==> config.mk <==
export PLATFORM = sky130hd
export DESIGN_NAME = saabb_prep
export DESIGN_NICKNAME = d
export VERILOG_FILES = /design/src/rtl/saabb_pkg.sv /design/src/rtl/saabb_prep.sv
export SDC_FILE = /design/constraint.sdc
export NUM_CORES = 1
export LEC_CHECK = 0
export BUFFER_PORTS_ARGS = -buffer_cell sky130_fd_sc_hd__buf_2
export CAP_MARGIN = 0
export CORE_AREA = 4 4 260 262
export CTS_CLUSTER_SIZE = 16
export DETAILED_ROUTE_END_ITERATION = 6
export DIE_AREA = 0 0 264 266
export PLACE_DENSITY_LB_ADDON = 0.15
export SYNTH_ARGS = -nofsm -noshare
export SYNTH_HDL_FRONTEND = slang
export SYNTH_SLANG_ARGS = --single-unit
==> constraint.sdc <==
create_clock -name clk -period 11.9 [get_ports clk]
set_input_delay 0 -clock clk [delete_from_list [all_inputs] [get_ports clk]]
set_output_delay 0 -clock clk [all_outputs]
set_load 0.02 [all_outputs]
==> src/rtl/saabb_pkg.sv <==
// shared constants and types for the swept box intersection block
`default_nettype none
package saabb_pkg;
  localparam int COORD_BITS_DEF     = 32;
  localparam int TIME_FRAC_BITS_DEF = 16;
  localparam int EPS_W              = 16;
  localparam logic [EPS_W-1:0] EPS_RESET = 16'd1;
  localparam int CFG_ADDR_W         = 3;
  localparam int CFG_DATA_W         = 32;
  localparam int NUM_LANES          = 4;
  localparam int LANE_XF            = 0;
  localparam int LANE_XL            = 1;
  localparam int LANE_YF            = 2;
  localparam int LANE_YL            = 3;

  typedef enum logic [0:0] {
    REG_MOTION_EPSILON = 1'b0
  } reg_idx_t;

  typedef struct packed {
    logic                 overlap;
    logic                 miss;
    logic [NUM_LANES-1:0] en;
  } ctl_t;
endpackage
`default_nettype wire

==> src/rtl/saabb_prep.sv <==
// input stage: relative motion, per-axis tests and divider operands
`default_nettype none
module saabb_prep #(
  parameter int CW = saabb_pkg::COORD_BITS_DEF
) (
  input  wire logic                              clk,
  input  wire logic                              rst_n,
  input  wire logic                              adv,
  input  wire logic                              vld_i,
  input  wire logic [1:0][CW-1:0]                amin_i,
  input  wire logic [1:0][CW-1:0]                amax_i,
  input  wire logic [1:0][CW-1:0]                bmin_i,
  input  wire logic [1:0][CW-1:0]                bmax_i,
  input  wire logic [1:0][CW-1:0]                va_i,
  input  wire logic [1:0][CW-1:0]                vb_i,
  input  wire logic [saabb_pkg::EPS_W-1:0]       eps_i,
  output logic                                   vld_o,
  output saabb_pkg::ctl_t                        ctl_o,
  output logic [saabb_pkg::NUM_LANES-1:0][CW:0]  num_o,
  output logic [saabb_pkg::NUM_LANES-1:0][CW:0]  den_o,
  output logic [saabb_pkg::NUM_LANES-1:0]        sat_o
);
  localparam int W = CW + 1;

  logic signed [W-1:0] amin [2];
  logic signed [W-1:0] amax [2];
  logic signed [W-1:0] bmin [2];
  logic signed [W-1:0] bmax [2];
  logic signed [W-1:0] v    [2];
  logic [W-1:0]        vmag [2];
  logic [1:0]          still, neg, pos, ovl, miss_ax;
  logic [saabb_pkg::NUM_LANES-1:0]        en_nxt, sat_nxt;
  logic [saabb_pkg::NUM_LANES-1:0][W-1:0] num_nxt, den_nxt;
  saabb_pkg::ctl_t     ctl_nxt;
  logic                vld_r;
  saabb_pkg::ctl_t     ctl_r;
  logic [saabb_pkg::NUM_LANES-1:0][W-1:0] num_r, den_r;
  logic [saabb_pkg::NUM_LANES-1:0]        sat_r;

  always_comb begin
    for (int i = 0; i < 2; i++) begin
      amin[i] = W'(signed'(amin_i[i]));
      amax[i] = W'(signed'(amax_i[i]));
      bmin[i] = W'(signed'(bmin_i[i]));
      bmax[i] = W'(signed'(bmax_i[i]));
      v[i]    = W'(signed'(vb_i[i])) - W'(signed'(va_i[i]));
      neg[i]  = v[i][W-1];
      pos[i]  = !v[i][W-1] && (v[i] != '0);
      vmag[i] = neg[i] ? W'(-v[i]) : W'(v[i]);
      still[i] = vmag[i] < W'(eps_i);
      ovl[i]  = (bmax[i] >= amin[i]) && (bmin[i] <= amax[i]);
      if (still[i]) begin
        miss_ax[i] = !ovl[i];
      end else if (neg[i]) begin
        miss_ax[i] = bmax[i] < amin[i];
      end else begin
        miss_ax[i] = pos[i] && (bmin[i] > amax[i]);
      end
      en_nxt[2*i]   = !still[i] && (neg[i] ? (amax[i] <= bmin[i]) :
                                     (pos[i] && (bmax[i] <= amin[i])));
      en_nxt[2*i+1] = !still[i] && (neg[i] ? (bmax[i] >= amin[i]) :
                                     (pos[i] && (amax[i] >= bmin[i])));
      num_nxt[2*i]   = neg[i] ? W'(bmin[i] - amax[i]) : W'(amin[i] - bmax[i]);
      num_nxt[2*i+1] = neg[i] ? W'(bmax[i] - amin[i]) : W'(amax[i] - bmin[i]);
      den_nxt[2*i]   = vmag[i];
      den_nxt[2*i+1] = vmag[i];
    end
    for (int k = 0; k < saabb_pkg::NUM_LANES; k++) begin
      sat_nxt[k] = {1'b0, num_nxt[k]} >= {den_nxt[k], 1'b0};
    end
    ctl_nxt.overlap = ovl[0] && ovl[1];
    ctl_nxt.miss    = (still[0] && still[1]) || miss_ax[0] || miss_ax[1];
    ctl_nxt.en      = en_nxt;
  end

  always_ff @(posedge clk) begin
    if (!rst_n) begin
      vld_r <= 1'b0;
    end else if (adv) begin
      vld_r <= vld_i;
    end
  end

  always_ff @(posedge clk) begin
    if (adv) begin
      ctl_r <= ctl_nxt;
      num_r <= num_nxt;
      den_r <= den_nxt;
      sat_r <= sat_nxt;
    end
  end

  assign vld_o = vld_r;
  assign ctl_o = ctl_r;
  assign num_o = num_r;
  assign den_o = den_r;
  assign sat_o = sat_r;
endmodule
`default_nettype wire

**After elaboration in Yosys (flattened, before gate mapping)**

Cells that the tools add are included.

- Logic and storage cells: 83
- Input bits: 404
- Register bits: 209
- Output and inout port bits: 275

- Add/subtract/negate cells: 12
- Reduce and logical (&&, ||, !) cells: 26
- $lt $le $gt $ge: 20
- Mux-type cells: 14

Operators by type and width:

| operator | number |
|---|---|
| 32-bit by 32-bit subtractor with 33-bit output | 10 |
| 33-bit two-way mux | 6 |
| 32-bit <= comparator | 6 |
| 33-bit by 34-bit >= comparator with 1-bit output | 4 |
| 32-bit >= comparator | 4 |
| 33-bit by 16-bit less-than comparator with 1-bit output | 2 |
| 33-bit negator | 2 |
| 33-bit nonzero test | 2 |
| 32-bit > comparator | 2 |
| 32-bit less-than comparator | 2 |
| 1-bit logical AND | 16 |
| 1-bit two-way mux | 8 |
| 1-bit zero test | 6 |
| 1-bit logical OR | 2 |

**Logic depth before layout (Yosys ltp)**

- Depth after elaboration: 8
- Gate-level depth with buffers: 32
- Gate-level depth less buffers: 30

**Least setup slack after synthesis**

OpenSTA, ideal clock, no wires.

- Path type: input to register
- From: in vb_i[32] (netlist name)
- To: reg ctl_r (netlist bit ctl_o[4]) (data pin)
- Library setup time: 0.262 ns
- Buffers on the path: 3
- Setup slack: 5.716 ns
- Data arrival time: 5.922 ns
- Data required time: 11.638 ns
- Stages on the path: 29
- Cells stage by stage: inv_1 -> ha_1 -> fa_1 -> nand2b_1 -> a21o_1 -> a2111o_1 -> a21oi_1 -> o21ai_0 -> o22ai_1 -> clkbuf_1 -> buf_1 -> clkbuf_1 -> nand2_1 -> o21a_1 -> ha_1 -> a21boi_0 -> o21ai_0 -> nand2b_1 -> a21oi_1 -> o21ai_0 -> a21o_1 -> a21oi_1 -> o21ai_0 -> a221o_1 -> a211o_1 -> or4_1 -> nor4_2 -> o211ai_2 -> a2bb2oi_2

RTL lines:

| element | line | source |
|---|---|---|
| from (decl) | saabb_prep.sv:15 | `input wire logic [1:0][CW-1:0] vb_i,` |
| to (signal assigned) | saabb_prep.sv:86 | `ctl_r <= ctl_nxt;` |
| to (decl) | saabb_prep.sv:36 | `saabb_pkg::ctl_t ctl_r;` |

==> results.py <==
metrics = {
    "routing": {
        "final_antenna_net_count": 0,
        "drt_iter0_markers": 2556,
        "vias": 32500,
        "wl_per_cell_um": 23.7,
        "routed_via_density": 5.95,
        "route.detailed.drc": 0,
        "dr.pass1.iters": 5,
        "routed_wirelength_um": 130000,
    },
    "outcome": {
        "status": "completed",
    },
    "synth": {
        "yosysSeqAreaShare_pct": 19.5,
        "synth_top_cell_by_area": "edfxtp_1",
        "syn_area_sq_um": 32100,
        "synth_mux_area_share_pct": 0.845,
        "yosysWarnings": 0,
        "avgSynthCellArea_sq_um": 7.85,
        "synth_top_area_share_pct": 19.4,
        "yosysMostFrequentCell": "inv_1",
        "synth.area.top_cells": "edfxtp_1 (19%), ha_1 (18%), a21oi_1 (6.3%)",
        "synthAdderAreaFrac_pct": 19.3,
        "synth_compound_area_share_pct": 25.9,
        "synthSimpleGateAreaFrac_pct": 15.8,
        "synthTopCellsByCount": "inv_1 (501), ha_1 (475), a21oi_1 (407)",
        "ys.flop_type": "edfxtp_1",
        "synthXorXnorAreaFrac_pct": 8.80,
        "synth_edf_count": 208,
        "ys_seq_elements": 209,
        "syn_nets": 4985,
        "synth_cells": 4096,
        "async_reset_ff_share_pct": 0,
        "synth_top_family_by_area": "compound AO/OA/AOI/OAI gates",
        "synth.distinct_cells": 112,
    },
    "clock_network": {
        "cts_inserted_buffers": 29,
        "clockBufferDepth": 3,
        "clock_latency_ps": 590,
        "cts_tree": "built",
        "htreeDepth": 1,
        "cts_resized": 0,
        "cts-root-buf": "clkbuf_16",
        "cts.clk_slew.worst_paths_ps": 60,
        "clock-sinks": 209,
    },
    "worst_hold_path": {
        "hold_class": "in -> reg",
        "min_path_cells": 4,
    },
    "setup_path": {
        "reg2reg_depth": 3,
        "path_class": "in -> reg",
        "worst-path-max-fanout": 59,
        "worst-endpoint-arrival_ps": 6880,
        "startpoint_type": "primary input",
        "cp-end-kind": "flop",
        "required_ps": 12210,
    },
    "floorplanning": {
        "die_h_um": 266,
        "start_util_pct": 49.2,
        "fp.dieW_um": 264,
        "rows": 94,
        "ios": 679,
        "core-area_sq_um": 65400,
        "die_area_sq_um": 70200,
    },
    "sta": {
        "min_period_over_period_pct": 55.3,
        "setup_tns_ps": 0,
        "skew_ps": 0,
        "rsz0062_at_grt": "no",
        "report.final.slew_viol_count": 0,
        "fin_crit_ps": 6580,
        "relSlewSlack_pct": 23.5,
        "finalHoldViolations": 0,
        "tightest_slew_ps": 1140,
        "finalSetupViolCount": 0,
        "fmax_ghz": 0.152,
    },
    "place": {
        "port_buffers": 678,
        "dp_hpwl_um": 110000,
        "place_area_sq_um": 35500,
        "gp_congestion": 1.04,
    },
    "global_route": {
        "antenna_found_initial": 14,
        "grt_usage_pct": 34.9,
        "grt_pass1_vias": 31300,
        "globalRouteOverflowTotal": 0,
        "grt_max_degree": 82,
        "grt_pass1_wl_um": 190000,
    },
    "power_and_ir_drop": {
        "powerDensity_nw_per_um2": 136,
        "vdd_ir_drop_max_v": 0.000121,
        "power_leakage_nw": 18.1,
    },
    "final_layout": {
        "synthToLayoutAreaGrowth_pct": 13.7,
        "nFillCells": 6421,
        "utilization_pct": 55.9,
        "design_area_sq_um": 36600,
        "fin_nets": 5463,
        "drive_gt1_share_pct": 17.5,
    },
    "run": {
        "drv_cap": 0,
    },
}
[area by class of cell]
class | instances | area, sq um | area share [%]
diodes | 7 | 17.5 | 0.0479
clock buffers | 36 | 772 | 2.11
clock inverters | 17 | 208 | 0.568
inverters | 502 | 1880 | 5.15
multi-input cells | 3136 | 22800 | 62.3
flip-flops and latches | 209 | 6270 | 17.1
well taps | 864 | 1080 | 2.96
repair buffers | 696 | 3560 | 9.73
[power by group]
group          total [W]  switching, W  internal (W)  leakage [nW]
registers        0.00116      0.000136       0.00103          2.04
clock network   0.000926      0.000379      0.000547         0.469
logic            0.00288       0.00186       0.00102          15.6
[critical path, stage by stage]
cell      delay [ps]
buf_2            100
ha_1             220
fa_1             440
nand2b_1         210
a21o_1           190
a2111o_1         430
a21oi_1          210
o21ai_0          250
o22ai_4          700
buf_4            660
nor2_1           120
xnor2_1          290
inv_1            140
ha_1             310
a21o_1           180
a21o_1           170
a21oi_1          140
o211ai_1         110
a221oi_1         380
nor2_1            80
a211oi_1         220
o31ai_1          120
a31o_2           270
maj3_1           350
a31oi_1          240
o211ai_1         140
nand4_1          100
a21oi_1           70
[cells in the final DEF, fill, tap and decap left out, types with 15 or more instances in the layout]
cell / count
o211ai_1: 24
xnor2_1: 204
inv_1: 501
ha_1: 475
a2111oi_0: 18
nand2b_1: 56
nor4_1: 23
and2_1: 17
edfxtp_1: 208
and3_1: 28
o21ai_0: 255
a21oi_1: 407
clkbuf_16: 29
o21a_1: 51
nand3_1: 69
nor2b_1: 55
a31oi_1: 29
nand4_1: 76
a21o_1: 193
nor3_1: 71
buf_2: 677
o21bai_1: 54
xor2_1: 117
a221oi_1: 24
or3_1: 21
nor2_1: 275
o31ai_1: 34
a211oi_1: 29
nand2_1: 229
a21boi_0: 15
mux2i_1: 26
[registers in the layout, summed over array words and instances (netlist names)]
register / flops
ctl_o: 6
vld_o: 1
den_o: 66
num_o: 132
sat_o: 4
[what timing repair did]
item | CTS | global route
setup endpoints to repair | 0 | 0
hold endpoints to repair | 84 | 0
buffers inserted | 0 | 0
hold buffers | 7 | 0
[per-stage QoR]
stage | worst slack, ps | total power, W | hold slack [ps] | instances
2_1_floorplan | 5720 | 0.00303 | 112 | 4096
3_3_place_gp | 4930 | 0.00400 | 216 | 5400
3_5_place_dp | 4840 | 0.00399 | 226 | 5400
4_1_cts | 5440 | 0.00495 | 20.8 | 5460
5_1_grt | 4820 | 0.00526 | 54.2 | 5466
6_report | 5320 | 0.00497 | 34.6 | 5467
[final timing paths]
| path | from | end | slack (ps) |
|---|---|---|---|
| hold / removal | bmax_i[1] | num_o[34]$_DFFE_PP_ | 30 |
| setup / recovery | va_i[32] | sat_o[3]$_DFFE_PP_ | 5320 |
| hold reg to reg | vld_o$_SDFFE_PN0P_ | vld_o$_SDFFE_PN0P_ | 1110 |
| setup reg to reg | vld_o$_SDFFE_PN0P_ | vld_o$_SDFFE_PN0P_ | 10720 |
[logic make-up after synthesis]
logic type	count (synthesis)
AO/OA/AOI/OAI	1287
XOR/XNOR	322
adder cells (fa/ha/maj)	492
buffers and inverters	751
flip-flops	209
multiplexers	27
AND/OR/NAND/NOR	1008
[layer usage]
layer | global-route usage [%] | part of all wire (%) | vias up
li1 | - | - | 15400
met1 | 42.4 | 39 | 15500
met2 | 62.1 | 49 | 1382
met3 | 4.64 | 7.1 | 233
met4 | 14.5 | 4.8 | 4
met5 | 0 | 0.025 | -
(Power assumes the default switching activity.)
