<file path="src/rtl/saabb_pkg.sv">
// shared constants and types for the swept box intersection block
`default_nettype none
package saabb_pkg;
  localparam int COORD_BITS_DEF     = 32;
  localparam int TIME_FRAC_BITS_DEF = 16;
  localparam int EPS_W              = 16;
  localparam logic [EPS_W-1:0] EPS_RESET = 16'd1;
  localparam int CFG_ADDR_W         = 3;
  localparam int CFG_DATA_W         = 32;
  localparam int NUM_LANES          = 4;
  localparam int LANE_XF            = 0;
  localparam int LANE_XL            = 1;
  localparam int LANE_YF            = 2;
  localparam int LANE_YL            = 3;

  typedef enum logic [0:0] {
    REG_MOTION_EPSILON = 1'b0
  } reg_idx_t;

  typedef struct packed {
    logic                 overlap;
    logic                 miss;
    logic [NUM_LANES-1:0] en;
  } ctl_t;
endpackage
`default_nettype wire

</file>
<file path="src/rtl/saabb_resolve.sv">
// folds the per-axis times into first and last contact, output register
`default_nettype none
module saabb_resolve #(
  parameter int TF = saabb_pkg::TIME_FRAC_BITS_DEF
) (
  input  wire logic                                 clk,
  input  wire logic                                 rst_n,
  input  wire logic                                 adv,
  input  wire logic                                 vld_i,
  input  wire saabb_pkg::ctl_t                      ctl_i,
  input  wire logic [saabb_pkg::NUM_LANES-1:0][TF:0] quo_i,
  input  wire logic [saabb_pkg::NUM_LANES-1:0]      sat_i,
  output logic                                      vld_o,
  output logic                                      hit_o,
  output logic [TF:0]                               tf_o,
  output logic [TF:0]                               tl_o
);
  localparam logic [TF+1:0] T_ONE = (TF+2)'(1) << TF;
  localparam logic [TF+1:0] T_TWO = (TF+2)'(2) << TF;

  logic [saabb_pkg::NUM_LANES-1:0][TF+1:0] t;
  logic [TF+1:0] tf, tl;
  logic          hit_nxt;
  logic [TF:0]   tf_nxt, tl_nxt;
  logic          vld_r, hit_r;
  logic [TF:0]   tf_r, tl_r;

  always_comb begin
    for (int k = 0; k < saabb_pkg::NUM_LANES; k++) begin
      t[k] = sat_i[k] ? T_TWO : {1'b0, quo_i[k]};
    end
    tf = '0;
    tl = T_ONE;
    if (ctl_i.en[saabb_pkg::LANE_XF] && t[saabb_pkg::LANE_XF] > tf) begin
      tf = t[saabb_pkg::LANE_XF];
    end
    if (ctl_i.en[saabb_pkg::LANE_YF] && t[saabb_pkg::LANE_YF] > tf) begin
      tf = t[saabb_pkg::LANE_YF];
    end
    if (ctl_i.en[saabb_pkg::LANE_XL] && t[saabb_pkg::LANE_XL] < tl) begin
      tl = t[saabb_pkg::LANE_XL];
    end
    if (ctl_i.en[saabb_pkg::LANE_YL] && t[saabb_pkg::LANE_YL] < tl) begin
      tl = t[saabb_pkg::LANE_YL];
    end
    hit_nxt = 1'b0;
    tf_nxt  = '0;
    tl_nxt  = '0;
    if (ctl_i.overlap) begin
      hit_nxt = 1'b1;
    end else if (!ctl_i.miss && !(tf > tl)) begin
      hit_nxt = 1'b1;
      tf_nxt  = tf[TF:0];
      tl_nxt  = tl[TF:0];
    end
  end

  always_ff @(posedge clk) begin
    if (!rst_n) begin
      vld_r <= 1'b0;
    end else if (adv) begin
      vld_r <= vld_i;
    end
  end

  always_ff @(posedge clk) begin
    if (adv) begin
      hit_r <= hit_nxt;
      tf_r  <= tf_nxt;
      tl_r  <= tl_nxt;
    end
  end

  assign vld_o = vld_r;
  assign hit_o = hit_r;
  assign tf_o  = tf_r;
  assign tl_o  = tl_r;
endmodule
`default_nettype wire
</file>
<file path="config.mk">
export PLATFORM = sky130hd
export DESIGN_NAME = saabb_resolve
export DESIGN_NICKNAME = d
export VERILOG_FILES = /design/src/rtl/saabb_pkg.sv /design/src/rtl/saabb_resolve.sv
export SDC_FILE = /design/constraint.sdc
export NUM_CORES = 1
export LEC_CHECK = 0
export BUFFER_PORTS_ARGS = -buffer_cell sky130_fd_sc_hd__buf_2
export CAP_MARGIN = 30
export CORE_MARGIN = 4
export CORE_UTILIZATION = 48
export CTS_CLUSTER_SIZE = 20
export DETAILED_ROUTE_END_ITERATION = 8
export PLACE_DENSITY = 0.75
export REMOVE_ABC_BUFFERS = 1
export SYNTH_ARGS = -nofsm -noshare
export SYNTH_HDL_FRONTEND = slang
export SYNTH_SLANG_ARGS = --single-unit
</file>
<file path="constraint.sdc">
create_clock -name clk -period 4.7 [get_ports clk]
set_input_delay 0.47 -clock clk [delete_from_list [all_inputs] [get_ports clk]]
set_output_delay 0.47 -clock clk [all_outputs]
set_load 0.02 [all_outputs]
</file>
======== Word level (Yosys, flattened, before mapping) ========
Index checks and enable logic that the tools add are counted.
word-level totals
  word-level logic and storage cells ...... 27
  bits in registers ....................... 36
cells by class
  $lt $le $gt $ge ......................... 5
  reductions and logical operators ........ 8
  muxes and demuxes ....................... 9
  bitwise gates (word level) .............. 1
operators with widths
  operator                                                      number
  two-way mux 18 bit                                            8
  > comparator 18 bit                                           2
  > comparator 18 x 1 -> 1 bit, second input constant           1
  less-than comparator 18 x 17 -> 1 bit, second input constant  1
  less-than comparator 18 bit                                   1
  logical AND 1 bit                                             5
  zero test 1 bit                                               2
  OR reduction 2 bit                                            1
  two-way mux 1 bit                                             1
  NOT 1 bit                                                     1

======== Logic depth before layout (Yosys ltp) ========
Gate-level depths: netlist of the first run.
  depth after elaboration ................. 12
  depth in mapped cells ................... 23
  mapped depth without buffers ............ 18

======== Worst setup path before layout of the first run ========
Ideal clock, no wire load.
  path kind ............................... input to register
  from .................................... in quo_i[13] (netlist bit)
  to ...................................... reg tf_r[12] (netlist: tf_o[12]) (data pin)
  slack ................................... -0.352 ns
  cell stages on the path ................. 21
  buffers on the path ..................... 5
  library setup time ...................... 0.140 ns
  data arrival time ....................... 4.912 ns
  required time ........................... 4.560 ns
  path through ............................ or4_1 o41a_1 buf_2 buf_2 nand2_1 ha_1 and4_1 nand4bb_1 o21ai_1 a31o_2 buf_2 o211ai_1 ha_1 and3_4 a221o_1 a221oi_2 o22ai_1 or3_1 buf_6 buf_6 a21oi_2
between the ends
  cells in the longest elaborated chain, start to end .. 12
RTL lines
  item                                   RTL line             text
  from (decl)                            saabb_resolve.sv:11  input wire logic [saabb_pkg::NUM_LANES-1:0][TF:0] quo_i,
  two-way mux 18 bit *                   saabb_resolve.sv:30  t[k] = sat_i[k] ? T_TWO : {1'b0, quo_i[k]};
  > comparator 18 x 1 -> 1 bit           saabb_resolve.sv:34  if (ctl_i.en[saabb_pkg::LANE_XF] && t[saabb_pkg::LANE_XF] > tf) begin
  logical AND 1 bit                      saabb_resolve.sv:34
  two-way mux 18 bit *                   saabb_resolve.sv:34
  > comparator 18 bit                    saabb_resolve.sv:37  if (ctl_i.en[saabb_pkg::LANE_YF] && t[saabb_pkg::LANE_YF] > tf) begin
  logical AND 1 bit                      saabb_resolve.sv:37
  two-way mux 18 bit *                   saabb_resolve.sv:37
  named net tf[4]                        saabb_resolve.sv:22  logic [TF+1:0] tf, tl;
  > comparator 18 bit *                  saabb_resolve.sv:51  end else if (!ctl_i.miss && !(tf > tl)) begin
  zero test 1 bit *                      saabb_resolve.sv:51
  logical AND 1 bit *                    saabb_resolve.sv:51
  NOT 1 bit (no source line) *           n/a
  OR reduction 2 bit (no source line) *  n/a
  to (signal assigned)                   saabb_resolve.sv:69  tf_r <= tf_nxt;
  to (decl)                              saabb_resolve.sv:26  logic [TF:0] tf_r, tl_r;
Mark *: on every way through the listed nets, which the timed path passes. The rest lies on a longest branch.
A chain may end at the register's enable or synchronous reset.

======== Worst setup path after layout of the first run ========
  from .................................... in quo_i[7] (netlist bit)
  to ...................................... reg tl_r[9] (netlist: tl_o[9]) (data pin)
between the ends
  cells in the longest elaborated chain, start to end .. 12
RTL lines
  item                                   RTL line             text
  two-way mux 18 bit *                   saabb_resolve.sv:30
  > comparator 18 x 1 -> 1 bit           saabb_resolve.sv:34
  logical AND 1 bit                      saabb_resolve.sv:34
  two-way mux 18 bit *                   saabb_resolve.sv:34
  > comparator 18 bit                    saabb_resolve.sv:37
  logical AND 1 bit                      saabb_resolve.sv:37
  two-way mux 18 bit *                   saabb_resolve.sv:37
  > comparator 18 bit *                  saabb_resolve.sv:51
  zero test 1 bit *                      saabb_resolve.sv:51
  logical AND 1 bit *                    saabb_resolve.sv:51
  NOT 1 bit (no source line) *           n/a
  OR reduction 2 bit (no source line) *  n/a
  to (signal assigned)                   saabb_resolve.sv:70  tl_r <= tl_nxt;
  to (decl)                              saabb_resolve.sv:26
Mark *: on every way between the ends. The rest lies on a longest branch, timed or not.

==> results_dict.tcl, run 1 <==
set metrics [dict create \
    synth_cells 455 \
    final_util_pct 71.7 \
    path_depth 22 \
    worstSetupStartpointType "input port" \
    cts.sinks 36 \
    dpl_worst_slack_ps -459 \
    post_drt_via_cell_ratio 5.93 \
    violations "negative setup slack" \
    ff2ff_path_depth 2 \
    ios 118 \
    diodes 0 \
    required_ps 4860 \
    start_util_pct 49.9 \
    path_delay_family "simple AND/OR/NAND/NOR gates" \
    cts_tree "done" \
    crit_slowest_cell "or3_4" \
    setup_ws_ps -233 \
    cpPeakStageDelay_ps 470 \
    path_class "in2reg" \
    end_kind "flip-flop" \
    worst-endpoint-arrival_ps 5090 \
    synth_edf_count 35 \
    dpl_cell_area_um2 5040 \
    crit_chain "buf_2 > nor4_1 > nand3_1 > o41a_1 > buf_4 > nand2_4 > ha_4 > nand4_1 > nor2_4 > a32oi_4 > a31o_4 > buf_4 > buf_4 > nand3_1 > o21ai_0 > ha_1 > and4_1 > a221oi_1 > o22ai_2 > or3_4 > buf_12 > a21oi_4" \
    hp-start "rst_n" \
    clk_path_buf_depth 2 \
    nets 773 \
    slew_violations 0 \
    clock_latency_ps 300 \
    tightest_slew_ps 838 \
    layout-drive-gt1-share_pct 42.6 \
    syn_area_per_cell_um2 8.57 \
    reg2reg_from "vld_o" \
    r2r-end "vld_o" \
    wl_per_cell_um 17.9 \
    die_h_um 98.1 \
    grt_pass1_vias 4158 \
    grt_max_degree 37 \
    rows 32 \
    path_buf_inv 5 \
    ant_nets 0 \
    grt_pass1_wl_um 19500 \
    async_reset_ff_share_pct 0 \
    place_inst 722 \
    max_freq_mhz 203 \
    rsz0062_at_grt "yes" \
    fin_area_um2 5600 \
    die_w_um 98.1 \
    routed_wl_um 13300 \
    maxCapViolCount 0 \
    min_to "vld_o" \
    finalHoldViolCount 0 \
    status "complete, but fails checks" \
    critPathMostFrequentCell "buf_4" \
    cellPowerDensity_nw_per_um2 204 \
    place_hpwl_um 9710 \
    vias 4391 \
    htree_levels 2 \
    clock-root-buffer "clkbuf_8" \
    setup_violations 34 \
    whs_ps 395 \
    ys_seq_area_share_pct 27.5 \
    peakVddDrop_v 0.000156 \
    cts_inserted_buffers 5 \
    synth_area_um2 3900 \
    io_buffers 117 \
    path_max_fanout 6 \
    hold_depth 2 \
    r2r_setup_slack_ps 4060 \
    synth_cell_types 52 \
    antenna_found_initial 0 \
    hold_path_class "in2reg" \
    slew_headroom_pct 44.1 \
    fin_crit_ps 4930 \
    gr-total-overflow 0 \
    synth_flop_cell "edfxtp_1" \
    finalClockSkew_ps 0 \
    drc_errors 0 \
    first_pass_iters 5 \
    synth.ff_latch_count 36 \
    fin_crit_sh_pct 105 \
    grtUsageTotal_pct 24.5 \
    clk_pin_slew_worst_paths_ps 80 \
    areaGrowthSynthToFinish_pct 43.5 \
    layoutNonFillerInstCount 741 \
    gp_congestion 0.949 \
    fp.dieArea_um2 9630 \
    holdBufCountCts 0 \
    leakagePower_nw 2.50 \
    coreArea_um2 7810 \
    synth_warnings 0 \
    first_iter_violations 233 \
]
## repair_timing
| action | in CTS | in global routing |
|---|---|---|
| buffers inserted | 1 | 7 |
| pin swaps | 5 | 32 |
| resized for setup | 12 | 54 |
| cloned | 1 | 3 |
| endpoints found under the setup margin | 34 | 34 |
## layout make-up
class | count | area [um^2]
well taps | 102 | 128
fillers | 596 | 2210
clock inverters | 2 | 10.0
flip-flops and latches | 36 | 1070
inverters | 10 | 37.5
repair buffers | 199 | 1310
multi-input cells | 386 | 2950
clock buffers | 6 | 82.6
## synth_stat cells, types with 10 or more instances
cell      instances  share of area [%]
a21o_1           12                2.3
nand3b_1         14                2.7
nand2_1          62                6.0
nand4_1          15                2.4
nand3_1          21                2.7
edfxtp_1         35                 27
clkbuf_1         13                1.3
and2_1           25                4.0
nand2b_1         11                1.8
nor2_1           13                1.3
a21oi_1          31                4.0
o21bai_1         16                3.1
o21ai_0          10                1.3
ha_1             53                 17
nor2b_1          27                4.3
a21oi_2          19                4.3
## cells in the final DEF, fill, tap and decap left out, types with 4 or more instances in the layout
cell type / Yosys / final
a21o_1: 12 / 12
a21oi_1: 31 / 24
a21oi_2: 19 / 19
a21oi_4: 0 / 7
a31oi_1: 6 / 5
and2_1: 25 / 18
and2_4: 0 / 6
buf_12: 0 / 4
buf_2: 5 / 117
buf_4: 0 / 69
buf_6: 4 / 7
clkbuf_8: 0 / 6
edfxtp_1: 35 / 35
ha_1: 53 / 50
inv_1: 9 / 9
nand2_1: 62 / 60
nand2b_1: 11 / 11
nand3_1: 21 / 21
nand3b_1: 14 / 14
nand4_1: 15 / 15
nor2_1: 13 / 11
nor2b_1: 27 / 27
o211ai_1: 9 / 9
o21ai_0: 10 / 8
o21ai_2: 1 / 4
o21bai_1: 16 / 16
## through the flow
stage	TNS [ps]	total power [mW]
6_report	-6200	1.14
2_1_floorplan	-32120	0.627
4_1_cts	0	1.06
3_5_place_dp	-12970	0.820
5_1_grt	-10300	1.20
3_3_place_gp	-9870	0.806
## cells by family (layout without fill, tap and decap cells)
| family | Yosys count | count (layout) | synth area share, % |
|---|---|---|---|
| other | 1 | 1 | 0.0962 |
| adder cells (fa/ha/maj) | 53 | 53 | 17.0 |
| buffers and inverters | 34 | 217 | 4.20 |
| AND/OR/NAND/NOR | 211 | 211 | 29.7 |
| AO/OA/AOI/OAI | 119 | 120 | 21.2 |
| multiplexers | 1 | 1 | 0.257 |
| flip-flops | 36 | 36 | 27.5 |
## registers in the layout (all words and copies together) (netlist names)
name   count
tf_o      17
tl_o      17
hit_o      1
vld_o      1
## routing by layer
layer / vias up / wire length (um) / part of all wire, % / global-route usage, %
li1: 2056 / - / - / -
met1: 2065 / 5290 / 40 / 31.4
met2: 226 / 6640 / 50 / 43.2
met3: 44 / 911 / 6.9 / 3.36
met4: 0 / 443 / 3.3 / 6.50
met5: - / 0 / 0 / 0
## worst max-delay path by stage
| stage | end | start |
|---|---|---|
| 2_1_floorplan | tl_o[10] | quo_i[13] |
| 3_3_place_gp | tl_o[11] | quo_i[13] |
| 3_5_place_dp | tl_o[10] | quo_i[13] |
| 4_1_cts | tl_o[11] | quo_i[13] |
| 5_1_grt | tl_o[10] | quo_i[3] |
| 6_report | tl_o[9] | quo_i[7] |
## power by group
group	leakage [nW]	internal, mW	switching [mW]
sequential	0.341	0.375	0.00605
clock	0.0510	0.117	0.120
combinational	2.11	0.240	0.284
Power figures use the tool's default switching activity.
==> run 2: changes to the inputs <==
==> constraint.sdc (replaced) <==
create_clock -name clk -period 4.7 [get_ports clk]
set_input_delay 0.705 -clock clk [delete_from_list [all_inputs] [get_ports clk]]
set_output_delay 0.705 -clock clk [all_outputs]
set_load 0.02 [all_outputs]
==> results_dict.tcl, run 2 (same netlist as run 1, synthesis figures left out) <==
set metrics [dict create \
    status "complete, but fails checks" \
    violations "negative setup slack" \
    hold_path_class "reg2reg" \
    nets 792 \
    multi_input_area_um2 2870 \
    setup_violations 34 \
    grtUsageTotal_pct 25.2 \
    final_common_cell "buf_2" \
    vias 4318 \
    slew_headroom_pct 42.6 \
    fin_crit_sh_pct 107 \
    gr-total-overflow 0 \
    worstSetupStartpointType "input port" \
    wl_per_cell_um 16.9 \
    peakVddDrop_v 0.000136 \
    end_kind "flip-flop" \
    ff2ff_path_depth 2 \
    max_freq_mhz 199 \
    grt_pass1_wl_um 19900 \
    diodes 0 \
    fin_crit_ps 5020 \
    ios 118 \
    setup_ws_ps -316 \
    clock-root-buffer "clkbuf_8" \
    tightest_slew_ps 860 \
    cts_inserted_buffers 5 \
    leakagePower_nw 2.56 \
    clk_path_buf_depth 2 \
    reg2reg_from "vld_o" \
    post_drt_via_cell_ratio 5.68 \
    antenna_found_initial 0 \
    fp.dieArea_um2 9630 \
    rsz0062_at_grt "yes" \
    hold_depth 2 \
    clock_latency_ps 290 \
    grt_max_degree 37 \
    finalHoldViolCount 0 \
    ant_nets 0 \
    layout-drive-gt1-share_pct 42.7 \
    ff_latch_area_um2 1070 \
    cts.sinks 36 \
    io_buffers 117 \
    coreArea_um2 7810 \
    hp-start "vld_o" \
    die_h_um 98.1 \
    place_hpwl_um 9900 \
    gp_congestion 0.927 \
    path_class "in2reg" \
    finalPower_mw 1.16 \
    required_ps 4850 \
    first_pass_iters 5 \
    clk_pin_slew_worst_paths_ps 80 \
    die_w_um 98.1 \
    rows 32 \
    first_iter_violations 234 \
    layout.cells.most_common_list "114 x buf_2, 91 x buf_4, 61 x nand2_1" \
    maxCapViolCount 0 \
    finalClockSkew_ps 0 \
    path_max_fanout 10 \
    grt_pass1_vias 4270 \
    final_util_pct 72.1 \
    drc_errors 0 \
    crit_path_start "quo_i[13]" \
    areaGrowthSynthToFinish_pct 44.3 \
    routed_wl_um 12800 \
    fill_cells 612 \
    cellPowerDensity_nw_per_um2 206 \
    start_util_pct 49.9 \
    worst-endpoint-arrival_ps 5160 \
    cts_tree "done" \
    htree_levels 2 \
    slew_violations 0 \
]
==> run 2: repair_timing <==
action	CTS	global route
gates resized for setup	37	14
setup buffers	1	0
gates cloned	1	0
setup endpoints to repair	35	35
hold buffers	0	0
pin swaps	9	7
==> run 2: power breakdown <==
group          switching, mW  internal [mW]
Combinational          0.271          0.231
Sequential           0.00629          0.375
Clock                  0.121          0.155
==> run 2: through the flow <==
| step | hold slack, ps | cell area [um^2] | setup WS [ps] | TNS, ps | std cells |
|---|---|---|---|---|---|
| after floorplan | 589 | 3770 | -1290 | -40340 | 431 |
| after global placement | 497 | 5260 | -567 | -18490 | 751 |
| after detailed placement | 530 | 5260 | -718 | -22790 | 751 |
| after CTS | 544 | 5550 | -160 | -4380 | 761 |
| after global routing | 605 | 5630 | -426 | -13390 | 760 |
| final | 538 | 5630 | -316 | -9220 | 760 |
==> run 2: area by class of cell <==
class,count,share of cell area (%)
Multi-Input combinational cell,386,50.9
Timing Repair Buffer,218,25.2
Inverter,10,0.667
Tap cell,102,2.27
Clock inverter,3,0.667
Sequential cell,36,19.0
Clock buffer,5,1.22
==> run 2: path summary, 6_finish.rpt <==
check | slack (ps) | endpoint
max reg2reg | 4100 | vld_o
min reg2reg | 540 | vld_o
max | -320 | tl_o[8]
min | 540 | vld_o
==> run 2: metal layers <==
layer  GRT usage, %  share of wire (%)
met1           32.0                 42
met2           44.6                 50
met3           2.86                5.3
met4           7.99                3.3
met5              0                  0
==> run 2: worst max-delay path, cell delays in order <==
cell and delay [ps]:
buf_6 90, or4_4 550, o41a_1 490, nand2_1 140
ha_1 260, and4_4 210, o211a_1 120, o21ai_2 240
a31o_4 250, o211ai_1 120, ha_1 330, and3_4 190
a221o_1 360, a221oi_2 290, o22ai_2 140, or3_4 380
buf_6 170, a21oi_1 130
