--- config.mk ---
export PLATFORM = sky130hd
export DESIGN_NAME = saabb_div_cell
export DESIGN_NICKNAME = d
export VERILOG_FILES = /design/src/rtl/saabb_pkg.sv /design/src/rtl/saabb_div_cell.sv
export SDC_FILE = /design/constraint.sdc
export NUM_CORES = 1
export LEC_CHECK = 0
export BUFFER_PORTS_ARGS = -buffer_cell sky130_fd_sc_hd__buf_2
export CORE_AREA = 2 2 270 272
export DETAILED_ROUTE_END_ITERATION = 16
export DIE_AREA = 0 0 272 274
export SYNTH_ARGS = -nofsm -noshare
export SYNTH_HDL_FRONTEND = slang
export SYNTH_SLANG_ARGS = --single-unit
export TNS_END_PERCENT = 10
--- constraint.sdc ---
create_clock -name clk -period 10.6 [get_ports clk]
set_clock_uncertainty 0.1 [all_clocks]
set_input_delay 0.53 -clock clk [delete_from_list [all_inputs] [get_ports clk]]
set_output_delay 0.53 -clock clk [all_outputs]
set_load 0.01 [all_outputs]
--- src/rtl/saabb_pkg.sv ---
// shared constants and types for the swept box intersection block
`default_nettype none
package saabb_pkg;
  localparam int COORD_BITS_DEF     = 32;
  localparam int TIME_FRAC_BITS_DEF = 16;
  localparam int EPS_W              = 16;
  localparam logic [EPS_W-1:0] EPS_RESET = 16'd1;
  localparam int CFG_ADDR_W         = 3;
  localparam int CFG_DATA_W         = 32;
  localparam int NUM_LANES          = 4;
  localparam int LANE_XF            = 0;
  localparam int LANE_XL            = 1;
  localparam int LANE_YF            = 2;
  localparam int LANE_YL            = 3;

  typedef enum logic [0:0] {
    REG_MOTION_EPSILON = 1'b0
  } reg_idx_t;

  typedef struct packed {
    logic                 overlap;
    logic                 miss;
    logic [NUM_LANES-1:0] en;
  } ctl_t;
endpackage
`default_nettype wire

--- src/rtl/saabb_div_cell.sv ---
// one quotient bit of the four restoring dividers, registered
`default_nettype none
module saabb_div_cell #(
  parameter int W     = saabb_pkg::COORD_BITS_DEF + 1,
  parameter int QW    = saabb_pkg::TIME_FRAC_BITS_DEF + 1,
  parameter bit FIRST = 1'b0
) (
  input  wire logic                                clk,
  input  wire logic                                rst_n,
  input  wire logic                                adv,
  input  wire logic                                vld_i,
  input  wire saabb_pkg::ctl_t                     ctl_i,
  input  wire logic [saabb_pkg::NUM_LANES-1:0][W-1:0]  rem_i,
  input  wire logic [saabb_pkg::NUM_LANES-1:0][W-1:0]  den_i,
  input  wire logic [saabb_pkg::NUM_LANES-1:0][QW-1:0] quo_i,
  input  wire logic [saabb_pkg::NUM_LANES-1:0]         sat_i,
  output logic                                     vld_o,
  output saabb_pkg::ctl_t                          ctl_o,
  output logic [saabb_pkg::NUM_LANES-1:0][W-1:0]   rem_o,
  output logic [saabb_pkg::NUM_LANES-1:0][W-1:0]   den_o,
  output logic [saabb_pkg::NUM_LANES-1:0][QW-1:0]  quo_o,
  output logic [saabb_pkg::NUM_LANES-1:0]          sat_o
);
  logic [saabb_pkg::NUM_LANES-1:0][W:0]    trial;
  logic [saabb_pkg::NUM_LANES-1:0]         ge;
  logic [saabb_pkg::NUM_LANES-1:0][W-1:0]  rem_nxt;
  logic [saabb_pkg::NUM_LANES-1:0][QW-1:0] quo_nxt;
  logic                                    vld_r;
  saabb_pkg::ctl_t                         ctl_r;
  logic [saabb_pkg::NUM_LANES-1:0][W-1:0]  rem_r, den_r;
  logic [saabb_pkg::NUM_LANES-1:0][QW-1:0] quo_r;
  logic [saabb_pkg::NUM_LANES-1:0]         sat_r;

  always_comb begin
    for (int k = 0; k < saabb_pkg::NUM_LANES; k++) begin
      trial[k]   = FIRST ? {1'b0, rem_i[k]} : {rem_i[k], 1'b0};
      ge[k]      = trial[k] >= {1'b0, den_i[k]};
      rem_nxt[k] = ge[k] ? W'(trial[k] - {1'b0, den_i[k]}) : W'(trial[k]);
      quo_nxt[k] = {quo_i[k][QW-2:0], ge[k]};
    end
  end

  always_ff @(posedge clk) begin
    if (!rst_n) begin
      vld_r <= 1'b0;
    end else if (adv) begin
      vld_r <= vld_i;
    end
  end

  always_ff @(posedge clk) begin
    if (adv) begin
      ctl_r <= ctl_i;
      rem_r <= rem_nxt;
      den_r <= den_i;
      quo_r <= quo_nxt;
      sat_r <= sat_i;
    end
  end

  assign vld_o = vld_r;
  assign ctl_o = ctl_r;
  assign rem_o = rem_r;
  assign den_o = den_r;
  assign quo_o = quo_r;
  assign sat_o = sat_r;
endmodule
`default_nettype wire

# Word level (Yosys, flattened, before mapping)
# Index checks and enable logic that the tools add are counted.
# W data, S select, Z words.
[word_totals]
inputBits = 346
out_inout_bits = 343
word_cells = 33
register_bits = 343
[classes]
n_addsub = 4
mux = 4
magnitude_cmp = 4
[ops]
columns = ["cell", "n"]
rows = [
  ["$ge A34 B33 Y1", 4],
  ["$mux W33", 4],
  ["$sub A33 B33 Y33", 4],
]

# Depth between registers and ports, before layout
# Gate-level depths: netlist of run 1.
[logic_depth]
word_depth = 2
ltp_mapped = 14
mapped_depth_nobuf = 12

# Least setup slack after synthesis of run 1
# Ideal clock, no wire load.
[synth_timing]
kind = "input -> register"
start = "input den_i[11] in the netlist's numbering"
end = "register rem_r (netlist bit rem_o[25]), data pin"
arrival_time_ns = 3.368
setup_time_ns = 0.260
cell_stages = 12
path_buffers = 1
setup_slack_ns = 6.872
required_time_ns = 10.240
path_cell_list = "inv_1 -> ha_1 -> and4_4 -> and3_1 -> and3_1 -> a211oi_2 -> nand2_2 -> a211o_1 -> a31o_1 -> a2111oi_4 -> buf_6 -> mux2_2"
[synth_rtl]
columns = ["element", "line_no", "rtl"]
rows = [
  ["from (decl)", "saabb_div_cell.sv:14", "input wire logic [saabb_pkg::NUM_LANES-1:0][W-1:0] den_i,"],
  ["to (signal assigned)", "saabb_div_cell.sv:54", "rem_r <= rem_nxt;"],
  ["to (decl)", "saabb_div_cell.sv:30", "logic [saabb_pkg::NUM_LANES-1:0][W-1:0] rem_r, den_r;"],
]

==> results of run 1 <==
cell usage in the layout, fill, tap and decap left out, types with 14 or more instances in the layout:
cell type	count
and3_1	22
dlygate4sd3_1	59
xor2_1	42
o21ai_0	121
nand2_1	138
inv_1	166
a21oi_1	120
xnor2_1	63
nand3_1	28
nor3_1	21
nand4_1	20
mux2_2	33
nor2_1	75
buf_2	683
edfxtp_1	342
ha_1	132
mux2_1	26
o21a_1	17
clkbuf_16	42
o21bai_1	14
a31oi_1	15
a21o_1	80
nor2b_1	19
worst paths after layout:
path / startpoint / end / slack (ns)
hold / removal: quo_i[37] / quo_o[38]$_DFFE_PP_ / 0.03
setup / recovery: den_i[16] / rem_o[7]$_DFFE_PP_ / 6.27
hold reg to reg: vld_o$_SDFFE_PN0P_ / vld_o$_SDFFE_PN0P_ / 0.41
setup reg to reg: vld_o$_SDFFE_PN0P_ / vld_o$_SDFFE_PN0P_ / 9.92
metal layers:
metal	GRT usage (%)	vias to the layer above
li1	-	7817
met1	18.1	7554
met2	27.8	595
met3	4.63	107
met4	4.66	20
met5	0	-
flip-flops by register name, indices dropped and copies added (netlist names):
signal and count:
den_o 132, rem_o 132, vld_o 1, ctl_o 6, sat_o 4, quo_o 68
per-stage QoR:
step / setup slack [ns] / cell area, um^2 / std cells / hold WS [ns]
3_3_place_gp: 5.96 / 23800 / 3309 / 0.394
4_1_cts: 6.31 / 25700 / 3445 / 0.000334
3_5_place_dp: 5.97 / 23800 / 3309 / 0.403
2_1_floorplan: 6.87 / 19300 / 1708 / 0.438
6_report: 6.27 / 25700 / 3447 / 0.0345
5_1_grt: 6.14 / 25700 / 3447 / 0.00492
cell type report:
type                            instances  area, um^2  area share (%)
Antenna cell                            2        5.00          0.0195
Clock buffer                           49        1080            4.20
Clock inverter                         28         206           0.805
Inverter                              167         627            2.44
Multi-Input combinational cell       1148        8170            31.8
Sequential cell                       343       10300            40.1
Tap cell                              959        1200            4.68
Timing Repair Buffer                  751        4080            15.9
where the power goes:
group          internal [mW]  switching [mW]
registers               1.68          0.0368
logic                  0.407           0.557
clock network          0.761           0.606
repair_timing:
action | CTS | global route
hold buffers | 59 | 0
gates resized for setup | 0 | 0
setup buffers | 0 | 0
hold endpoints to repair | 59 | 0
Yosys cell counts, types with 7 or more instances:
cell	count
edfxtp_1	342
inv_1	166
nand2_1	138
ha_1	132
a21oi_1	121
o21ai_0	121
a21o_1	80
nor2_1	76
xnor2_1	63
xor2_1	42
clkbuf_1	40
mux2_2	33
nand3_1	28
mux2_1	26
and3_1	22
nor3_1	21
nand4_1	20
nor2b_1	19
o21a_1	17
a31oi_1	15
o21bai_1	14
nand2b_1	13
a211oi_1	12
or3_1	11
and2_1	10
o31ai_1	10
nor4_1	7
o31a_1	7
kinds of logic (layout without fill, tap and decap cells):
family | count (synthesis) | in the layout
AOI/OAI and AO/OA | 463 | 463
DFF | 343 | 343
xor gates and xnor gates | 105 | 105
muxes | 64 | 64
other | 0 | 2
buffers and inverters | 217 | 995
and+or+nand+nor | 380 | 380
adders and majority gates | 136 | 136
worst max-delay path: cells and delay by family:
| family | cells | cell delay, ns |
|---|---|---|
| adders and majority gates | 1 | 0.35 |
| and+or+nand+nor | 3 | 0.58 |
| buffers and inverters | 4 | 1.15 |
| AOI/OAI and AO/OA | 4 | 1.48 |
| muxes | 1 | 0.40 |
==> impl_metrics.yaml, run 1 <==
route:
  ant_nets: 0
  finalWirelength_um: 61800
  avgViaCountPerCell: 4.67
  vias: 16100
  top_layer: "met5"
  drtIter0Drc: 1051
  route.met2.wl_um: 30700
  m1WireLength_um: 24400
  wl_per_cell_um: 17.9
  drc: 0
  dr_wl_met3_um: 5000
  drt_pass1_iterations: 5
synth:
  syn-cell-area_um2: 19300
  synth_edf_count: 342
  yosys_warnings: 0
  syn_nets: 2190
  synth_top_area_share_pct: 53.3
  synth_top_family_by_area: "compound AO/OA/AOI/OAI gates"
  ys_seq_area_share_pct: 53.4
  post_synth_xor_area_fraction_pct: 4.77
  syn_inst: 1708
  dominantRegCellSynth: "edfxtp_1"
  yosysUniqueCellTypes: 73
  synthMuxAreaShare_pct: 3.71
  synth_simple_gate_area_share_pct: 9.38
  synth_compound_area_share_pct: 15.4
  async_reset_ff_share_pct: 0
  synth_area_leaders: "edfxtp_1 (53%), ha_1 (8.6%), inv_1 (3.2%)"
  syn_area_per_cell_um2: 11.3
  synth_fa_ha_area_share_pct: 8.98
  synth.largest_area_cell: "edfxtp_1"
  yosys_register_bits: 343
grt:
  grt_pass1_wl_um: 90100
  grt_pass1_vias: 15500
  overflow: 0
  grt.total_usage_pct: 15.6
  grt_max_degree: 89
  grt_antenna_before_repair: 17
sta:
  relSlewSlack_pct: 30.1
  grt_setup_unrepaired: "no"
  finalSetupViolations: 0
  timing.final.max_slew_violations: 0
  max_slew.worst_pin.slew_ns: 1.03
  hold_viol_final: 0
  final.setup.tns_ns: 0
  fin_crit_ns: 4.33
  period_share_pct: 40.8
  max_clock_freq_mhz: 231
setup_path:
  start_kind: "input port"
  cp_max_fo: 30
  critPathMaxStageDelay_ns: 0.52
  cpMaxStageDelayCell: "dlygate4sd3_1"
  cp_cell_sequence: "dlygate4sd3_1 -> buf_2 -> inv_1 -> ha_1 -> and2_1 -> and3_1 -> a211oi_2 -> nand2_2 -> a211o_1 -> a31o_1 -> a2111oi_4 -> buf_4 -> mux2_1"
  r2r_cells: 2
  arrival_ns: 4.52
  worstSetupPathType: "in -> reg"
  end_kind: "flip-flop"
  cp.required_ns: 10.79
die:
  num_io_pins: 689
  die-area_um2: 74500
  rows: 99
  coreArea_um2: 72000
  initial_core_util_pct: 26.8
  die_w_um: 272
  die_h_um: 274
status:
  status: "finished clean"
cts:
  cts_root_buf: "clkbuf_16"
  numCtsBuffers: 42
  cts_tree: "done"
  htreeDepth: 2
  clock_latency_ns: 0.56
  cts_sinks: 343
  path_clk_slew_ns: 0.06
  cts_buffer_depth: 3
pwr:
  static-leakage-power_nw: 11.5
  p_total_mw: 4.05
  p_per_area_nw_per_um2: 158
  ir_drop_v: 0.000116
placement:
  gp_congestion: 0.865
  portBuffers: 684
  dpl.hpwl_um: 48700
flow_run:
  maxCapViolCount: 0
hold_path:
  hp-class: "in -> reg"
  min_path_cells: 1
finish:
  utilization_pct: 35.7
  drive_gt1_share_pct: 32.1
  area_delta_synth_final_pct: 33.1
  fillers: 7329
  fin_nets: 2935
(Power assumes the default switching activity.)
==> run 2: changes to the inputs <==
CORE_AREA = 2 2 271 273   (was 2 2 270 272)
DIE_AREA = 0 0 273 275   (was 0 0 272 274)
clock period = 3.58 ns   (was 10.6 ns; I/O delays follow)
==> run 2 against run 1 <==
Sequential share of layout area decreased by 5.0 points. Power increased to 3.1 times the previous value. Combinational power increased to 3.4 times the previous value. Clock-buffer cell count decreased by 3. Critical path type unchanged. Critical endpoint is now rem_o[2]$_DFFE_PP_. Largest power group unchanged.
==> impl_metrics.yaml, run 2 (synthesized netlist as in run 1, its figures left out) <==
status:
  status: "finished clean"
sta:
  fin_crit_ns: 3.52
  grt_setup_unrepaired: "yes"
  max_slew.worst_pin.slew_ns: 0.837
  final.setup.tns_ns: 0
  max_clock_freq_mhz: 284
  hold_ws_ns: 0.0715
  timing.final.max_slew_violations: 0
  period_share_pct: 98.4
  relSlewSlack_pct: 44.2
  hold_viol_final: 0
  finalSetupViolations: 0
  setup_ws_ns: 0.0581
grt:
  grt_antenna_before_repair: 4
  overflow: 0
  grt_pass1_vias: 17500
  grt_max_degree: 99
  grt_pass1_wl_um: 99300
  grt.total_usage_pct: 16.9
die:
  die_h_um: 275
  num_io_pins: 689
  die_w_um: 273
  initial_core_util_pct: 26.6
  coreArea_um2: 72300
  die-area_um2: 75100
  rows: 99
placement:
  portBuffers: 684
  gp_congestion: 0.873
  dpl.hpwl_um: 51200
  pre_cts_ws_ns: -0.0309
  dp_cells: 3378
pwr:
  p_per_area_nw_per_um2: 434
  ir_drop_v: 0.000394
  static-leakage-power_nw: 13.1
  p_total_mw: 12.7
finish:
  area_delta_synth_final_pct: 51.9
  fin_nets: 3287
  antenna-diode-count: 0
  layout_common_cells: "buf_2 (683), edfxtp_1 (342), dlygate4sd3_1 (336)"
  drive_gt1_share_pct: 31.2
  final_cells: 3794
  fillers: 6899
  final_common_cell: "buf_2"
setup_path:
  cp_max_fo: 5
  start_kind: "input port"
  cpMaxStageDelayCell: "dlygate4sd3_1"
  worstSetupPathType: "in -> reg"
  end_kind: "flip-flop"
  cp.required_ns: 3.79
  timing.critical_path.mode_cell: "buf_6"
  arrival_ns: 3.73
  critPathMaxStageDelay_ns: 0.53
  cp_cell_sequence: "dlygate4sd3_1 -> buf_2 -> inv_2 -> ha_4 -> and4_4 -> and3_4 -> and3_1 -> a211oi_2 -> buf_4 -> nand2_2 -> a211o_1 -> a31o_1 -> a2111oi_4 -> buf_6 -> buf_6 -> buf_6 -> mux2_2"
route:
  drt_pass1_iterations: 5
  route.met2.wl_um: 33600
  drtIter0Drc: 998
  finalWirelength_um: 68000
  avgViaCountPerCell: 4.61
  m1WireLength_um: 27500
  vias: 17500
  top_layer: "met5"
  wl_per_cell_um: 17.9
  dr_wl_met3_um: 4660
  drc: 0
  ant_nets: 0
flow_run:
  maxCapViolCount: 0
cts:
  cts_buffer_depth: 3
  cts_root_buf: "clkbuf_16"
  clock_latency_ns: 0.56
  htreeDepth: 2
  cts_sinks: 343
  cts_tree: "done"
  path_clk_slew_ns: 0.06
  numCtsBuffers: 41
hold_path:
  hp-class: "in -> reg"
[run 2: cell types whose count changed in the layout (fill, tap and decap cells not counted), sizes merged]
cell         before  now
inv             171  169
bufinv            1    6
clkinvlp          3    2
dlygate4sd3      59  336
clkbuf           49   47
nor2             76   77
diode             2    0
clkinv           20   17
buf             692  766
[run 2: timing repair]
| item | CTS | global route |
|---|---|---|
| endpoints found under the hold margin | 339 | 0 |
| endpoints found under the setup margin | 0 | 61 |
| resized for setup | 0 | 19 |
| hold buffers | 336 | 0 |
| setup buffers | 0 | 3 |
[run 2: per-layer routing]
metal	vias up	global-route usage (%)
met4	8	5.54
met1	8182	20.3
met3	129	3.78
met5	-	0
met2	673	30.0
li1	8505	-
[run 2: path summary, 6_finish.rpt]
kind | startpoint | to | slack [ns] | depth (start not counted)
hold / removal | adv | den_o[70]$_DFFE_PP_ | 0.07 | 1
setup reg to reg | vld_o$_SDFFE_PN0P_ | vld_o$_SDFFE_PN0P_ | 2.34 | 3
hold reg to reg | vld_o$_SDFFE_PN0P_ | vld_o$_SDFFE_PN0P_ | 0.97 | 3
setup / recovery | den_i[11] | rem_o[2]$_DFFE_PP_ | 0.06 | 17
[run 2: final cells by class]
cell class                 count  area (um^2)  area share, %
multi-input combinational   1149         8270           28.2
inverter                     167          627           2.14
clock buffer                  46         1040           3.57
sequential                   343        10300           35.2
clock inverter                27          319           1.09
tap                          959         1200           4.10
timing repair buffer        1103         7530           25.7
[run 2: power breakdown]
part / internal [mW] / leakage (nW) / switching, mW
registers: 4.98 / 3.35 / 0.131
logic: 1.52 / 9.10 / 1.77
clock network: 2.55 / 0.659 / 1.76
[run 2: critical path, delay by kind of cell]
family | cells | cell delay (ns)
buf+inv | 7 | 1.33
compound gates | 4 | 1.04
simple gates | 4 | 0.62
mux | 1 | 0.33
fa+ha+maj | 1 | 0.22
[run 2: per-stage QoR]
stage               util [%]  area (um^2)
global placement        33.7        24400
CTS                     40.2        29100
finish                  40.5        29300
floorplan                  -        19300
global route            40.5        29300
detailed placement      33.7        24400
==> run 3: changes to the inputs <==
CELL_PAD_IN_SITES_DETAIL_PLACEMENT = 0   (was unset)
CELL_PAD_IN_SITES_GLOBAL_PLACEMENT = 1   (was unset)
CORE_AREA = 2 2 268 270   (was 2 2 271 273)
DIE_AREA = 0 0 270 272   (was 0 0 273 275)
PLACE_DENSITY_LB_ADDON = 0.1   (was unset)
==> run 3 against run 2 <==
Critical path depth decreased by 3. Core utilization is 0.95 points higher. Wire length increased by 2.3%. Die area fell by 2.2%. Sequential share of layout area barely moved. Final area is 0.11% higher. Cell count fell by 0.11%. Setup slack better by 0.063 ns. Power grew 1.8%. Clock power grew 5.6%. First-iteration DRC count is 23% lower. Critical path type unchanged. Critical endpoint is now rem_o[65]$_DFFE_PP_.
==> impl_metrics.yaml, run 3 (synthesized netlist as in run 1, its figures left out) <==
status:
  status: "finished clean"
sta:
  finalSetupViolations: 0
  hold_viol_final: 0
  relSlewSlack_pct: 50.6
  max_clock_freq_mhz: 289
  grt_setup_unrepaired: "yes"
  period_share_pct: 96.6
  timing.final.max_slew_violations: 0
  final.setup.tns_ns: 0
  max_slew.worst_pin.slew_ns: 0.741
  fin_crit_ns: 3.46
placement:
  gp_congestion: 0.858
  portBuffers: 684
  dp_cells: 3370
  placed_cell_area_um2: 24400
  dpl.hpwl_um: 55200
grt:
  grt_antenna_before_repair: 4
  grt_pass1_vias: 18200
  overflow: 0
  grt_pass1_wl_um: 106000
  grt.total_usage_pct: 18.3
  grt_max_degree: 78
setup_path:
  start_kind: "input port"
  cp.required_ns: 3.80
  cp_max_fo: 3
  arrival_ns: 3.68
  end_kind: "flip-flop"
  worstSetupPathType: "in -> reg"
cts:
  cts_sinks: 343
  path_clk_slew_ns: 0.06
  numCtsBuffers: 44
  htreeDepth: 2
  clock_latency_ns: 0.58
  cts_buffer_depth: 3
  cts_root_buf: "clkbuf_16"
  cts_tree: "done"
die:
  coreArea_um2: 70800
  num_io_pins: 689
  die_h_um: 272
  die_w_um: 270
  initial_core_util_pct: 27.2
  rows: 98
  die-area_um2: 73400
route:
  ant_nets: 0
  drt_pass1_iterations: 5
  finalWirelength_um: 69600
  drc: 0
  wl_per_cell_um: 18.4
  avgViaCountPerCell: 4.54
  drtIter0Drc: 770
  vias: 17200
pwr:
  static-leakage-power_nw: 13.1
  ir_drop_v: 0.000345
  p_per_area_nw_per_um2: 441
  p_total_mw: 12.9
finish:
  seqCellArea_um2: 10300
  fin_area_um2: 29300
  final_cells: 3790
  final_common_cell: "buf_2"
  drive_gt1_share_pct: 31.3
  utilization_pct: 41.4
  area_delta_synth_final_pct: 52.0
  fillers: 7075
  multi_input_area_um2: 8260
  fin_nets: 3286
  layout_common_cells: "buf_2 (683), edfxtp_1 (342), dlygate4sd3_1 (338)"
flow_run:
  maxCapViolCount: 0
hold_path:
  hp-class: "in -> reg"
## run 3: changes by cell type in the layout (fill, tap and decap cells not counted), sizes merged
cell / delta
buf: -4
clkbuf: +4
clkinvlp: +3
diode: +3
clkinv: -2
dlygate4sd3: +2
nor2: -1
## run 3: layout make-up
| class | count | share of cell area, % |
|---|---|---|
| antenna | 3 | 0.0256 |
| clock buffer | 51 | 3.85 |
| inverter | 167 | 2.15 |
| timing repair buffer | 1100 | 25.5 |
| sequential | 343 | 35.1 |
| tap | 950 | 4.06 |
| clock inverter | 28 | 1.15 |
| multi-input combinational | 1148 | 28.2 |
## run 3: metal layers
layer  GRT usage, %  wire, um  up-vias  share of wire, %
li1               -         -     8489                 -
met1           21.7     28700     8249                41
met4           4.34      1400        2               2.0
met3           3.97      3620       78               5.2
met2           33.6     35900      405                52
met5              0         7        -             0.010
## run 3: path summary, 6_finish.rpt
kind / from / end / slack [ns] / depth (start not counted)
max: rem_i[37] / rem_o[65]$_DFFE_PP_ / 0.12 / 14
min: adv / quo_o[32]$_DFFE_PP_ / 0.009 / 1
max reg2reg: vld_o$_SDFFE_PN0P_ / vld_o$_SDFFE_PN0P_ / 2.32 / 3
min reg2reg: vld_o$_SDFFE_PN0P_ / vld_o$_SDFFE_PN0P_ / 0.97 / 3
## run 3: repair_timing
item | in CTS | in global routing
gates resized for setup | 0 | 17
endpoints found under the hold margin | 340 | 0
setup endpoints to repair | 0 | 87
setup buffers | 0 | 0
hold buffers | 338 | 0
## run 3: through the flow
stage	hold WS (ns)	worst slack [ns]
4_1_cts	0.0169	0.0492
2_1_floorplan	0.178	0.203
6_report	0.00867	0.121
3_5_place_dp	0.257	-0.0266
3_3_place_gp	0.257	-0.0222
5_1_grt	0.0200	-0.0327
## run 3: power breakdown
| group | switching [mW] | internal [mW] |
|---|---|---|
| combinational | 1.79 | 1.51 |
| clock | 1.83 | 2.71 |
| sequential | 0.112 | 4.97 |
| total | 3.73 | 9.19 |
## run 3: worst max-delay path, cell delays in order
cell and delay [ns]:
dlygate4sd3_1 0.55, buf_2 0.13, ha_1 0.33, a211oi_1 0.29, nor2_1 0.12, o41ai_2 0.28, buf_4 0.18, a211oi_1 0.06
buf_4 0.14, o32a_1 0.37, a311o_1 0.46, a31oi_2 0.24, xnor2_1 0.08, mux2_2 0.26
